### config.mk
export PLATFORM = sky130hd
export DESIGN_NAME = tskf_alu
export DESIGN_NICKNAME = d
export VERILOG_FILES = /design/src/rtl/tskf_pkg.sv /design/src/rtl/tskf_alu.sv
export SDC_FILE = /design/constraint.sdc
export NUM_CORES = 2
export LEC_CHECK = 0
export BUFFER_PORTS_ARGS = -buffer_cell sky130_fd_sc_hd__buf_2
export CORE_UTILIZATION = 50
export CTS_CLUSTER_DIAMETER = 100
export DETAILED_ROUTE_END_ITERATION = 10
export GPL_ROUTABILITY_DRIVEN = 1
export HOLD_SLACK_MARGIN = 0.02
export PLACE_DENSITY = 0.73
export SLEW_MARGIN = 20
export SYNTH_ARGS = -nofsm -noshare
export SYNTH_HDL_FRONTEND = slang
export SYNTH_SLANG_ARGS = --single-unit
### constraint.sdc
create_clock -name clk_i -period 16.27 [get_ports clk_i]
set_input_delay 0.8135 -clock clk_i [delete_from_list [all_inputs] [get_ports clk_i]]
set_output_delay 0.8135 -clock clk_i [all_outputs]
set_load 0.02 [all_outputs]
### src/rtl/tskf_pkg.sv
// Shared types, codes and the microprogram of the two-state Kalman filter.
`default_nettype none
package tskf_pkg;

  typedef enum logic [2:0] {
    OP_ADD = 3'd0,
    OP_SUB = 3'd1,
    OP_NEG = 3'd2,
    OP_MUL = 3'd3,
    OP_DIV = 3'd4,
    OP_CHK = 3'd5
  } op_e;

  typedef enum logic [4:0] {
    S_XA   = 5'd0,
    S_XD   = 5'd1,
    S_P0   = 5'd2,
    S_P1   = 5'd3,
    S_P2   = 5'd4,
    S_P3   = 5'd5,
    S_QA   = 5'd6,
    S_QD   = 5'd7,
    S_RA   = 5'd8,
    S_RD   = 5'd9,
    S_DT   = 5'd10,
    S_ZA   = 5'd11,
    S_ZD   = 5'd12,
    S_ONE  = 5'd13,
    S_ZERO = 5'd14,
    S_T0   = 5'd15,
    S_T1   = 5'd16,
    S_T2   = 5'd17,
    S_T3   = 5'd18,
    S_T4   = 5'd19,
    S_T5   = 5'd20,
    S_T6   = 5'd21,
    S_T7   = 5'd22,
    S_T8   = 5'd23
  } src_e;

  typedef enum logic [1:0] {
    ACT_PREDICT = 2'd0,
    ACT_UPDATE  = 2'd1,
    ACT_RESET   = 2'd2,
    ACT_NONE    = 2'd3
  } action_e;

  typedef enum logic [2:0] {
    REG_Q_ANGLE    = 3'd0,
    REG_Q_DISTANCE = 3'd1,
    REG_R_ANGLE    = 3'd2,
    REG_R_DISTANCE = 3'd3,
    REG_P_ANGLE    = 3'd4,
    REG_P_DISTANCE = 3'd5,
    REG_X_ANGLE    = 3'd6,
    REG_X_DISTANCE = 3'd7
  } reg_e;

  typedef struct packed {
    op_e  op;
    src_e a;
    src_e b;
    src_e dst;
    logic last;
  } uop_t;

  typedef struct packed {
    logic start;
    op_e  op;
  } alu_req_t;

  localparam int PC_BITS = 7;
  localparam logic [PC_BITS-1:0] PC_PREDICT = 7'd0;
  localparam logic [PC_BITS-1:0] PC_UPDATE  = 7'd12;

  function automatic uop_t ucode(input logic [PC_BITS-1:0] pc);
    uop_t u;
    unique case (pc)
      // predict
      7'd0:  u = '{OP_MUL, S_DT,   S_P2,   S_T0, 1'b0};
      7'd1:  u = '{OP_SUB, S_P0,   S_T0,   S_T0, 1'b0};
      7'd2:  u = '{OP_MUL, S_DT,   S_P3,   S_T1, 1'b0};
      7'd3:  u = '{OP_SUB, S_P1,   S_T1,   S_T1, 1'b0};
      7'd4:  u = '{OP_MUL, S_DT,   S_T1,   S_T2, 1'b0};
      7'd5:  u = '{OP_SUB, S_T0,   S_T2,   S_T0, 1'b0};
      7'd6:  u = '{OP_MUL, S_DT,   S_P3,   S_T2, 1'b0};
      7'd7:  u = '{OP_SUB, S_P2,   S_T2,   S_T2, 1'b0};
      7'd8:  u = '{OP_ADD, S_T0,   S_QA,   S_P0, 1'b0};
      7'd9:  u = '{OP_ADD, S_T1,   S_ZERO, S_P1, 1'b0};
      7'd10: u = '{OP_ADD, S_T2,   S_ZERO, S_P2, 1'b0};
      7'd11: u = '{OP_ADD, S_P3,   S_QD,   S_P3, 1'b1};
      // update: innovation, S and its determinant
      7'd12: u = '{OP_SUB, S_ZA,   S_XA,   S_T0, 1'b0};
      7'd13: u = '{OP_SUB, S_ZD,   S_XD,   S_T1, 1'b0};
      7'd14: u = '{OP_ADD, S_P0,   S_RA,   S_T2, 1'b0};
      7'd15: u = '{OP_ADD, S_P3,   S_RD,   S_T3, 1'b0};
      7'd16: u = '{OP_MUL, S_T2,   S_T3,   S_T4, 1'b0};
      7'd17: u = '{OP_MUL, S_P1,   S_P2,   S_T5, 1'b0};
      7'd18: u = '{OP_SUB, S_T4,   S_T5,   S_T4, 1'b0};
      7'd19: u = '{OP_CHK, S_T4,   S_ZERO, S_T8, 1'b0};
      // inverse of S
      7'd20: u = '{OP_DIV, S_T3,   S_T4,   S_T5, 1'b0};
      7'd21: u = '{OP_NEG, S_P1,   S_ZERO, S_T6, 1'b0};
      7'd22: u = '{OP_DIV, S_T6,   S_T4,   S_T6, 1'b0};
      7'd23: u = '{OP_NEG, S_P2,   S_ZERO, S_T7, 1'b0};
      7'd24: u = '{OP_DIV, S_T7,   S_T4,   S_T7, 1'b0};
      7'd25: u = '{OP_DIV, S_T2,   S_T4,   S_T8, 1'b0};
      // gain
      7'd26: u = '{OP_MUL, S_P0,   S_T5,   S_T2, 1'b0};
      7'd27: u = '{OP_MUL, S_P1,   S_T7,   S_T3, 1'b0};
      7'd28: u = '{OP_ADD, S_T2,   S_T3,   S_T2, 1'b0};
      7'd29: u = '{OP_MUL, S_P0,   S_T6,   S_T3, 1'b0};
      7'd30: u = '{OP_MUL, S_P1,   S_T8,   S_T4, 1'b0};
      7'd31: u = '{OP_ADD, S_T3,   S_T4,   S_T3, 1'b0};
      7'd32: u = '{OP_MUL, S_P2,   S_T5,   S_T4, 1'b0};
      7'd33: u = '{OP_MUL, S_P3,   S_T7,   S_T5, 1'b0};
      7'd34: u = '{OP_ADD, S_T4,   S_T5,   S_T4, 1'b0};
      7'd35: u = '{OP_MUL, S_P2,   S_T6,   S_T5, 1'b0};
      7'd36: u = '{OP_MUL, S_P3,   S_T8,   S_T6, 1'b0};
      7'd37: u = '{OP_ADD, S_T5,   S_T6,   S_T5, 1'b0};
      // estimate
      7'd38: u = '{OP_MUL, S_T2,   S_T0,   S_T6, 1'b0};
      7'd39: u = '{OP_MUL, S_T3,   S_T1,   S_T7, 1'b0};
      7'd40: u = '{OP_ADD, S_T6,   S_T7,   S_T6, 1'b0};
      7'd41: u = '{OP_ADD, S_XA,   S_T6,   S_XA, 1'b0};
      7'd42: u = '{OP_MUL, S_T4,   S_T0,   S_T6, 1'b0};
      7'd43: u = '{OP_MUL, S_T5,   S_T1,   S_T7, 1'b0};
      7'd44: u = '{OP_ADD, S_T6,   S_T7,   S_T6, 1'b0};
      7'd45: u = '{OP_ADD, S_XD,   S_T6,   S_XD, 1'b0};
      // I - K
      7'd46: u = '{OP_SUB, S_ONE,  S_T2,   S_T0, 1'b0};
      7'd47: u = '{OP_NEG, S_T3,   S_ZERO, S_T1, 1'b0};
      7'd48: u = '{OP_NEG, S_T4,   S_ZERO, S_T2, 1'b0};
      7'd49: u = '{OP_SUB, S_ONE,  S_T5,   S_T3, 1'b0};
      // covariance
      7'd50: u = '{OP_MUL, S_T0,   S_P0,   S_T4, 1'b0};
      7'd51: u = '{OP_MUL, S_T1,   S_P2,   S_T5, 1'b0};
      7'd52: u = '{OP_ADD, S_T4,   S_T5,   S_T4, 1'b0};
      7'd53: u = '{OP_MUL, S_T0,   S_P1,   S_T5, 1'b0};
      7'd54: u = '{OP_MUL, S_T1,   S_P3,   S_T6, 1'b0};
      7'd55: u = '{OP_ADD, S_T5,   S_T6,   S_T5, 1'b0};
      7'd56: u = '{OP_MUL, S_T2,   S_P0,   S_T6, 1'b0};
      7'd57: u = '{OP_MUL, S_T3,   S_P2,   S_T7, 1'b0};
      7'd58: u = '{OP_ADD, S_T6,   S_T7,   S_T6, 1'b0};
      7'd59: u = '{OP_MUL, S_T2,   S_P1,   S_T7, 1'b0};
      7'd60: u = '{OP_MUL, S_T3,   S_P3,   S_T8, 1'b0};
      7'd61: u = '{OP_ADD, S_T7,   S_T8,   S_T7, 1'b0};
      7'd62: u = '{OP_ADD, S_T4,   S_ZERO, S_P0, 1'b0};
      7'd63: u = '{OP_ADD, S_T5,   S_ZERO, S_P1, 1'b0};
      7'd64: u = '{OP_ADD, S_T6,   S_ZERO, S_P2, 1'b0};
      7'd65: u = '{OP_ADD, S_T7,   S_ZERO, S_P3, 1'b1};
      default: u = '{OP_ADD, S_ZERO, S_ZERO, S_T8, 1'b1};
    endcase
    return u;
  endfunction

endpackage
`default_nettype wire

### src/rtl/tskf_alu.sv
// Shared fixed-point unit: saturating add, subtract, negate, multiply and divide.
`default_nettype none
module tskf_alu #(
  parameter int WORD_BITS = 48,
  parameter int FRAC_BITS = 32
) (
  input  wire logic                     clk_i,
  input  wire logic                     rst_ni,
  input  wire tskf_pkg::alu_req_t       req_i,
  input  wire logic [WORD_BITS-1:0]     a_i,
  input  wire logic [WORD_BITS-1:0]     b_i,
  output logic                          done_o,
  output logic [WORD_BITS-1:0]          y_o
);
  import tskf_pkg::*;

  localparam int W  = WORD_BITS;
  localparam int F  = FRAC_BITS;
  localparam int NB = W + F;
  localparam int CW = $clog2(NB);
  localparam logic [W-1:0] WMAX = {1'b0, {(W-1){1'b1}}};
  localparam logic [W-1:0] WMIN = {1'b1, {(W-1){1'b0}}};

  typedef enum logic [4:0] {
    A_IDLE = 5'b00001,
    A_MUL  = 5'b00010,
    A_MULF = 5'b00100,
    A_DIV  = 5'b01000,
    A_DIVF = 5'b10000
  } alu_st_e;

  alu_st_e          st_q, st_d;
  logic             done_q, done_d;
  logic [W-1:0]     y_q, y_d;
  logic [63:0]      ma_q, ma_d, mb_q, mb_d;
  logic             neg_q, neg_d;
  logic [127:0]     acc_q, acc_d;
  logic [1:0]       mcnt_q, mcnt_d;
  logic [W-1:0]     ud_q, ud_d;
  logic [W:0]       rem_q, rem_d;
  logic [NB-1:0]    num_q, num_d, quo_q, quo_d;
  logic [CW-1:0]    dcnt_q, dcnt_d;

  function automatic logic [W-1:0] mag(input logic [W-1:0] v);
    return v[W-1] ? W'(-v) : v;
  endfunction

  function automatic logic [W-1:0] sat_mag(input logic [127:0] m, input logic neg);
    logic [127:0] lim;
    logic [W-1:0] r;
    lim = neg ? 128'(WMIN) : 128'(WMAX);
    r   = (m > lim) ? lim[W-1:0] : m[W-1:0];
    return neg ? W'(-r) : r;
  endfunction

  function automatic logic [W-1:0] sat_sum(input logic [W:0] s);
    if (s[W] != s[W-1]) return s[W] ? WMIN : WMAX;
    return s[W-1:0];
  endfunction

  logic [31:0]  pa, pb;
  logic [63:0]  prod;
  logic [127:0] pshift, rnd_m;
  logic [W:0]   r2;
  logic         ge;
  logic [NB:0]  qr;
  logic         qup;

  always_comb begin
    pa   = mcnt_q[1] ? ma_q[63:32] : ma_q[31:0];
    pb   = mcnt_q[0] ? mb_q[63:32] : mb_q[31:0];
    prod = 64'(pa) * 64'(pb);
    unique case (mcnt_q)
      2'd0:    pshift = 128'(prod);
      2'd3:    pshift = 128'(prod) << 64;
      default: pshift = 128'(prod) << 32;
    endcase
    rnd_m = (acc_q + (128'd1 << (F - 1))) >> F;
    r2    = {rem_q[W-1:0], num_q[NB-1]};
    ge    = r2 >= {1'b0, ud_q};
    qup   = {rem_q, 1'b0} >= {2'b00, ud_q};
    qr    = {1'b0, quo_q} + (NB+1)'(qup);
  end

  always_comb begin
    st_d   = st_q;
    done_d = 1'b0;
    y_d    = y_q;
    ma_d   = ma_q;
    mb_d   = mb_q;
    neg_d  = neg_q;
    acc_d  = acc_q;
    mcnt_d = mcnt_q;
    ud_d   = ud_q;
    rem_d  = rem_q;
    num_d  = num_q;
    quo_d  = quo_q;
    dcnt_d = dcnt_q;
    unique case (st_q)
      A_IDLE: begin
        if (req_i.start) begin
          neg_d = a_i[W-1] ^ b_i[W-1];
          unique case (req_i.op)
            OP_SUB: begin
              y_d    = sat_sum({a_i[W-1], a_i} - {b_i[W-1], b_i});
              done_d = 1'b1;
            end
            OP_NEG: begin
              y_d    = (a_i == WMIN) ? WMAX : W'(-a_i);
              done_d = 1'b1;
            end
            OP_MUL: begin
              ma_d   = 64'(mag(a_i));
              mb_d   = 64'(mag(b_i));
              acc_d  = '0;
              mcnt_d = '0;
              st_d   = A_MUL;
            end
            OP_DIV: begin
              ud_d = mag(b_i);
              if (b_i == '0) begin
                // divide by zero: zero stays zero, anything else pins to the rail
                y_d    = (a_i == '0) ? '0 : (a_i[W-1] ? WMIN : WMAX);
                done_d = 1'b1;
              end else begin
                num_d  = {mag(a_i), {F{1'b0}}};
                rem_d  = '0;
                quo_d  = '0;
                dcnt_d = '0;
                st_d   = A_DIV;
              end
            end
            default: begin
              y_d    = sat_sum({a_i[W-1], a_i} + {b_i[W-1], b_i});
              done_d = 1'b1;
            end
          endcase
        end
      end
      A_MUL: begin
        acc_d  = acc_q + pshift;
        mcnt_d = mcnt_q + 2'd1;
        if (mcnt_q == 2'd3) st_d = A_MULF;
      end
      A_MULF: begin
        y_d    = sat_mag(rnd_m, neg_q);
        done_d = 1'b1;
        st_d   = A_IDLE;
      end
      A_DIV: begin
        rem_d  = ge ? (r2 - {1'b0, ud_q}) : r2;
        quo_d  = {quo_q[NB-2:0], ge};
        num_d  = num_q << 1;
        dcnt_d = dcnt_q + CW'(1);
        if (dcnt_q == CW'(NB - 1)) st_d = A_DIVF;
      end
      A_DIVF: begin
        y_d    = sat_mag(128'(qr), neg_q);
        done_d = 1'b1;
        st_d   = A_IDLE;
      end
      default: st_d = A_IDLE;
    endcase
  end

  always_ff @(posedge clk_i or negedge rst_ni) begin
    if (!rst_ni) begin
      st_q   <= A_IDLE;
      done_q <= 1'b0;
    end else begin
      st_q   <= st_d;
      done_q <= done_d;
    end
  end

  always_ff @(posedge clk_i) begin
    y_q    <= y_d;
    ma_q   <= ma_d;
    mb_q   <= mb_d;
    neg_q  <= neg_d;
    acc_q  <= acc_d;
    mcnt_q <= mcnt_d;
    ud_q   <= ud_d;
    rem_q  <= rem_d;
    num_q  <= num_d;
    quo_q  <= quo_d;
    dcnt_q <= dcnt_d;
  end

  assign done_o = done_q;
  assign y_o    = y_q;

endmodule
`default_nettype wire
# == Word-level counts from Yosys, hierarchy flattened ==
# Index checks and enable logic that the tools add are counted.
# word_totals
regBits,545
inputBits,102
# op_classes
addsub,12
multipliers,1
order_cmp,4
n_eq_ne,24
n_mux,64
n_bitwise,1
n_reduce_logical,15
# ops
operator,n
48-bit two-way mux,18
128-bit one-hot mux with 2 select lines,2
80-bit two-way mux,6
80-bit one-hot mux with 2 select lines,2
128-bit two-way mux,2
49-bit two-way mux,4
48-bit negation,4
48-bit one-hot mux with 4 select lines,1
48-bit one-hot mux with 3 select lines,1
128-bit adder,1
128-bit by 32-bit adder with 128-bit output (second input constant),1
96-bit by 128-bit greater-than comparator with 1-bit output,1
49-bit one-hot mux with 2 select lines,1
48-bit logical NOT,2
80-bit by 1-bit adder with 81-bit output,1
81-bit by 48-bit greater-than comparator with 1-bit output,1
32-bit by 32-bit multiplier with 64-bit output,1
32-bit two-way mux,2
50-bit by 48-bit greater-or-equal comparator with 1-bit output,1
48-bit by 48-bit adder with 49-bit output,1
49-bit by 48-bit greater-or-equal comparator with 1-bit output,1
48-bit by 48-bit subtractor with 49-bit output,1
49-bit by 48-bit subtractor with 49-bit output,1
48-bit == test (second input constant),1
36 further kinds,64

# == Longest topological paths before layout ==
# logic_depth
word_depth,10
ltp_mapped,52

# == Worst setup path before layout ==
# No wires, ideal clock.
# synth_path
path_kind,register to register
from,register mcnt_q[1]
to,register acc_q[122] (data pin)
setup_ns,0.146
arrival_time_ns,12.142
required_ns,16.124
slack_ns,3.982
path_stages_with_launch,48
synth_period_minus_slack_ns,12.288
cell_sequence,edfxtp_1 > buf_1 > buf_1 > mux2i_1 > clkbuf_1 > nor2_1 > fa_1 > fa_1 > fa_1 > inv_1 > fa_1 > inv_1 > fa_1 > ha_1 > fa_1 > inv_1 > fa_1 > inv_1 > (+12 left out) > xnor2_1 > a22o_1 > ha_1 > clkbuf_1 > a21oi_1 > o21ai_0 > o2111ai_1 > o21ai_0 > nand2_1 > o21ai_0 > nand4bb_1 > a311oi_1 > o22ai_1 > o21a_1 > o31a_1 > o21ai_0 > o21ai_0 > a21oi_1
# synth_between
elab_chain_len,5
elab_cells_between_ends,7
cone_classes,add/sub: 1; mul: 1; eq/ne: 1; mux: 3; reduce/logical: 1
# synth_lines
element,line_no,text
start: declaration,tskf_alu.sv:38,"logic [1:0] mcnt_q, mcnt_d;"
start signal: assignment,tskf_alu.sv:182,mcnt_q <= mcnt_d;
32-bit two-way mux,tskf_alu.sv:70,pa = mcnt_q[1] ? ma_q[63:32] : ma_q[31:0];
32-bit by 32-bit multiplier with 64-bit output,tskf_alu.sv:72,prod = 64'(pa) * 64'(pb);
128-bit one-hot mux with 2 select lines *,tskf_alu.sv:73,unique case (mcnt_q)
128-bit adder *,tskf_alu.sv:141,acc_d = acc_q + pshift;
128-bit one-hot mux with 2 select lines *,tskf_alu.sv:99,unique case (st_q)
end signal: assignment,tskf_alu.sv:181,acc_q <= acc_d;
end: declaration,tskf_alu.sv:37,"logic [127:0] acc_q, acc_d;"
# Every way passes the cells marked *; elsewhere a longest branch is shown, timed or not.
# A chain may end at the register's enable or synchronous reset.

# == Final worst setup path ==
# layout_path
from,register mcnt_q[1]
to,register acc_q[124] (data pin)
# Same word-level chain as after synthesis.

==> impl_metrics.env <==
export IMPL_core_region_area_um2=163000
export IMPL_grt_start_max_net_pins=78
export IMPL_setup_tns_ps=0
export IMPL_worst_path_max_fanout=27
export IMPL_fin_crit_ps=14450
export IMPL_die_y_um=407
export IMPL_initialDrtViolationCount=10169
export IMPL_grt_first_pass_wirelength_um=460000
export IMPL_yosys_area_top_type_share_pct=22.0
export IMPL_place_detailed_hpwl_um=244000
export IMPL_wl_per_cell_um=26.1
export IMPL_slew_violations=0
export IMPL_worst_path_buf_inv=6
export IMPL_path_depth=45
export IMPL_hold_viol_final=0
export IMPL_synth_area_um2=81900
export IMPL_via_per_inst=6.35
export IMPL_synth_edf_count=507
export IMPL_via_count=75204
export IMPL_grt_antenna_before_repair=20
export IMPL_row_count=148
export IMPL_ys_seq_area_share_pct=18.8
export IMPL_htree_levels=2
export IMPL_post_cts_buffers=0
export IMPL_synthArstFlopShare_pct=1.17
export IMPL_rr_endpoint="acc_q[124]"
export IMPL_clock_skew_ps=36.4
export IMPL_startpoint="mcnt_q[1]"
export IMPL_drc=0
export IMPL_tightest_slew_ps=1260
export IMPL_ios=151
export IMPL_drtPass1Iterations=6
export IMPL_cpMaxStageDelayCell="edfxtp_1"
export IMPL_dieArea_um2=165000
export IMPL_cts_tree="yes"
export IMPL_path_clk_slew_ps=70
export IMPL_max_freq_ghz=0.0692
export IMPL_required_ps=16720
export IMPL_synth_ff_type="edfxtp_1"
export IMPL_synth_area_leaders="fa_1 22%, edfxtp_1 19%, ha_1 10%"
export IMPL_cpMostUsedCell="fa_1"
export IMPL_grt_pass1_vias=73211
export IMPL_min_path_type="primary input to flop"
export IMPL_fp_dieW_um=407
export IMPL_endpoint="acc_q[124]"
export IMPL_syn_nets=11342
export IMPL_worst_skew_pair_late_latency_ps=720
export IMPL_crit_type="flop to flop"
export IMPL_synth_area_per_cell_um2=8.45
export IMPL_reg2regPathDepth=45
export IMPL_setup_viol=0
export IMPL_yosys_area_top_type="fa_1"
export IMPL_initial_core_util_pct=50.4
export IMPL_cts_sinks=513
export IMPL_status="completed"
export IMPL_rsz0062_at_grt="no"
export IMPL_cpPeakStageDelay_ps=850
export IMPL_wirelength_um=309000
export IMPL_grt_total_usage_pct=37.1
export IMPL_post_route_period_util_pct=88.8
export IMPL_grt_ovfl_total=0
export IMPL_io_buffers=150
export IMPL_gp_congestion=1.08
export IMPL_antenna_left=0
export IMPL_cts_buffers=60
export IMPL_relSlewSlack_pct=15.2
export IMPL_cts_root_buf="clkbuf_16"
export IMPL_synth_most_common_cell="nor2_1"
export IMPL_final_nets=11242
export IMPL_reg2reg_from="mcnt_q[1]"
export IMPL_synth_commonest_cells="1242 x nor2_1, 1235 x inv_1, 919 x nand2_1, 900 x fa_1, 652 x ha_1"
export IMPL_end_kind="flop"
export IMPL_clock_path_buffers=3
export IMPL_critPathTopFamily="compound AO/OA/AOI/OAI gates"
export IMPL_area_growth_pct=6.35
export IMPL_reg2reg_slack_ps=1820
export IMPL_drv_cap=0
export IMPL_yosysUniqueCellTypes=102
export IMPL_drive_gt1_share_pct=5.95
export IMPL_cp_start_kind="flop"
export IMPL_netlist_instances=9688
export IMPL_ys_seq_elements=513
export IMPL_cp_arrival_ps=14900
export IMPL_yosysWarnings=0
-- through the flow --
| stage | setup WS, ps | cells | utilization, % | hold WS, ps | cell area (um2) |
|---|---|---|---|---|---|
| after detailed placement | 2220 | 11699 | 52.3 | 496 | 85000 |
| after global routing | 1090 | 11814 | 53.5 | 478 | 87000 |
| after floorplan | 3980 | 9688 | - | 471 | 81900 |
| final | 1820 | 11835 | 53.6 | 503 | 87100 |
| after global placement | 2590 | 11699 | 52.2 | 481 | 84900 |
| after CTS | 2170 | 11808 | 53.5 | 474 | 87000 |
-- worst reg2reg max path, delay by kind of cell, from the launching register on --
| kind | cells | cell delay (ps) |
|---|---|---|
| fa+ha+maj | 10 | 4590 |
| buf+inv | 6 | 1240 |
| flops | 1 | 850 |
| simple gates | 6 | 1050 |
| mux | 1 | 300 |
| compound gates | 20 | 5750 |
| xor+xnor | 2 | 370 |
-- state kept, by name, summed over array words and instances (netlist names) --
register,cells
mb_q,48
y_o,48
rem_q,49
mcnt_q,2
done_o,1
quo_q,80
st_q,5
ud_q,48
ma_q,48
neg_q,1
acc_q,128
num_q,48
dcnt_q,7
-- layout by cell type (no fill, tap or decap), types with 63 or more instances in the layout --
cell,Yosys,final
nor2_1,1242,1239
inv_1,1235,1235
nand2_1,919,919
fa_1,900,900
ha_1,652,651
edfxtp_1,507,507
a21oi_1,475,474
o21ai_0,420,419
xnor2_1,369,369
nand3_1,213,213
a21o_1,197,196
xor2_1,185,184
and2_1,178,177
nand4_1,172,172
nor3_1,168,168
buf_2,17,150
buf_4,4,140
o21bai_1,86,86
nor2b_1,94,82
and3_1,80,80
nor4_1,80,80
or3_1,67,67
nand2b_1,63,63
-- logic make-up after synthesis --
| logic type | Yosys count | synth area share [%] |
|---|---|---|
| xor gates and xnor gates | 554 | 5.93 |
| AOI/OAI and AO/OA | 1809 | 14.4 |
| buffers and inverters | 1693 | 7.82 |
| and+or+nand+nor | 3428 | 19.4 |
| adders and majority gates | 1552 | 32.0 |
| muxes | 139 | 1.78 |
| DFF | 513 | 18.8 |
-- cell type report --
class	count	area, um2
inverter	1238	4650
tap	2175	2720
sequential	513	15400
timing repair buffer	293	1860
multi-input combinational	7482	60400
clock buffer	69	1540
antenna	26	65.1
clock inverter	39	494
fill	15092	75500
-- metal layers --
metal  wire length, um  track usage [%]  vias to the layer above
li1                  -                -                    32533
met1            116000             47.7                    36757
met2            130000             54.2                     4761
met3             40100             11.4                     1137
met4             23000             23.0                       16
met5               360            0.387                        -
-- worst min path at each step --
| stage | from | to | slack, ps | cells after the start |
|---|---|---|---|---|
| after floorplan | st_q[0] | st_q[0] | 470 | 2 |
| after global placement | st_q[0] | st_q[0] | 480 | 2 |
| after detailed placement | st_q[0] | st_q[0] | 500 | 2 |
| after CTS | b_i[0] | ud_q[0] | 470 | 1 |
| after global routing | b_i[0] | ud_q[0] | 480 | 1 |
| final | b_i[0] | ud_q[0] | 500 | 1 |
-- timing repair --
item | CTS | global route
setup endpoints to repair | 0 | 0
resized for setup | 0 | 0
hold buffers | 1 | 0
endpoints found under the hold margin | 5 | 0
Power is not shown: default switching activity piles up to over one toggle a cycle in this logic, so the estimate is an artifact.
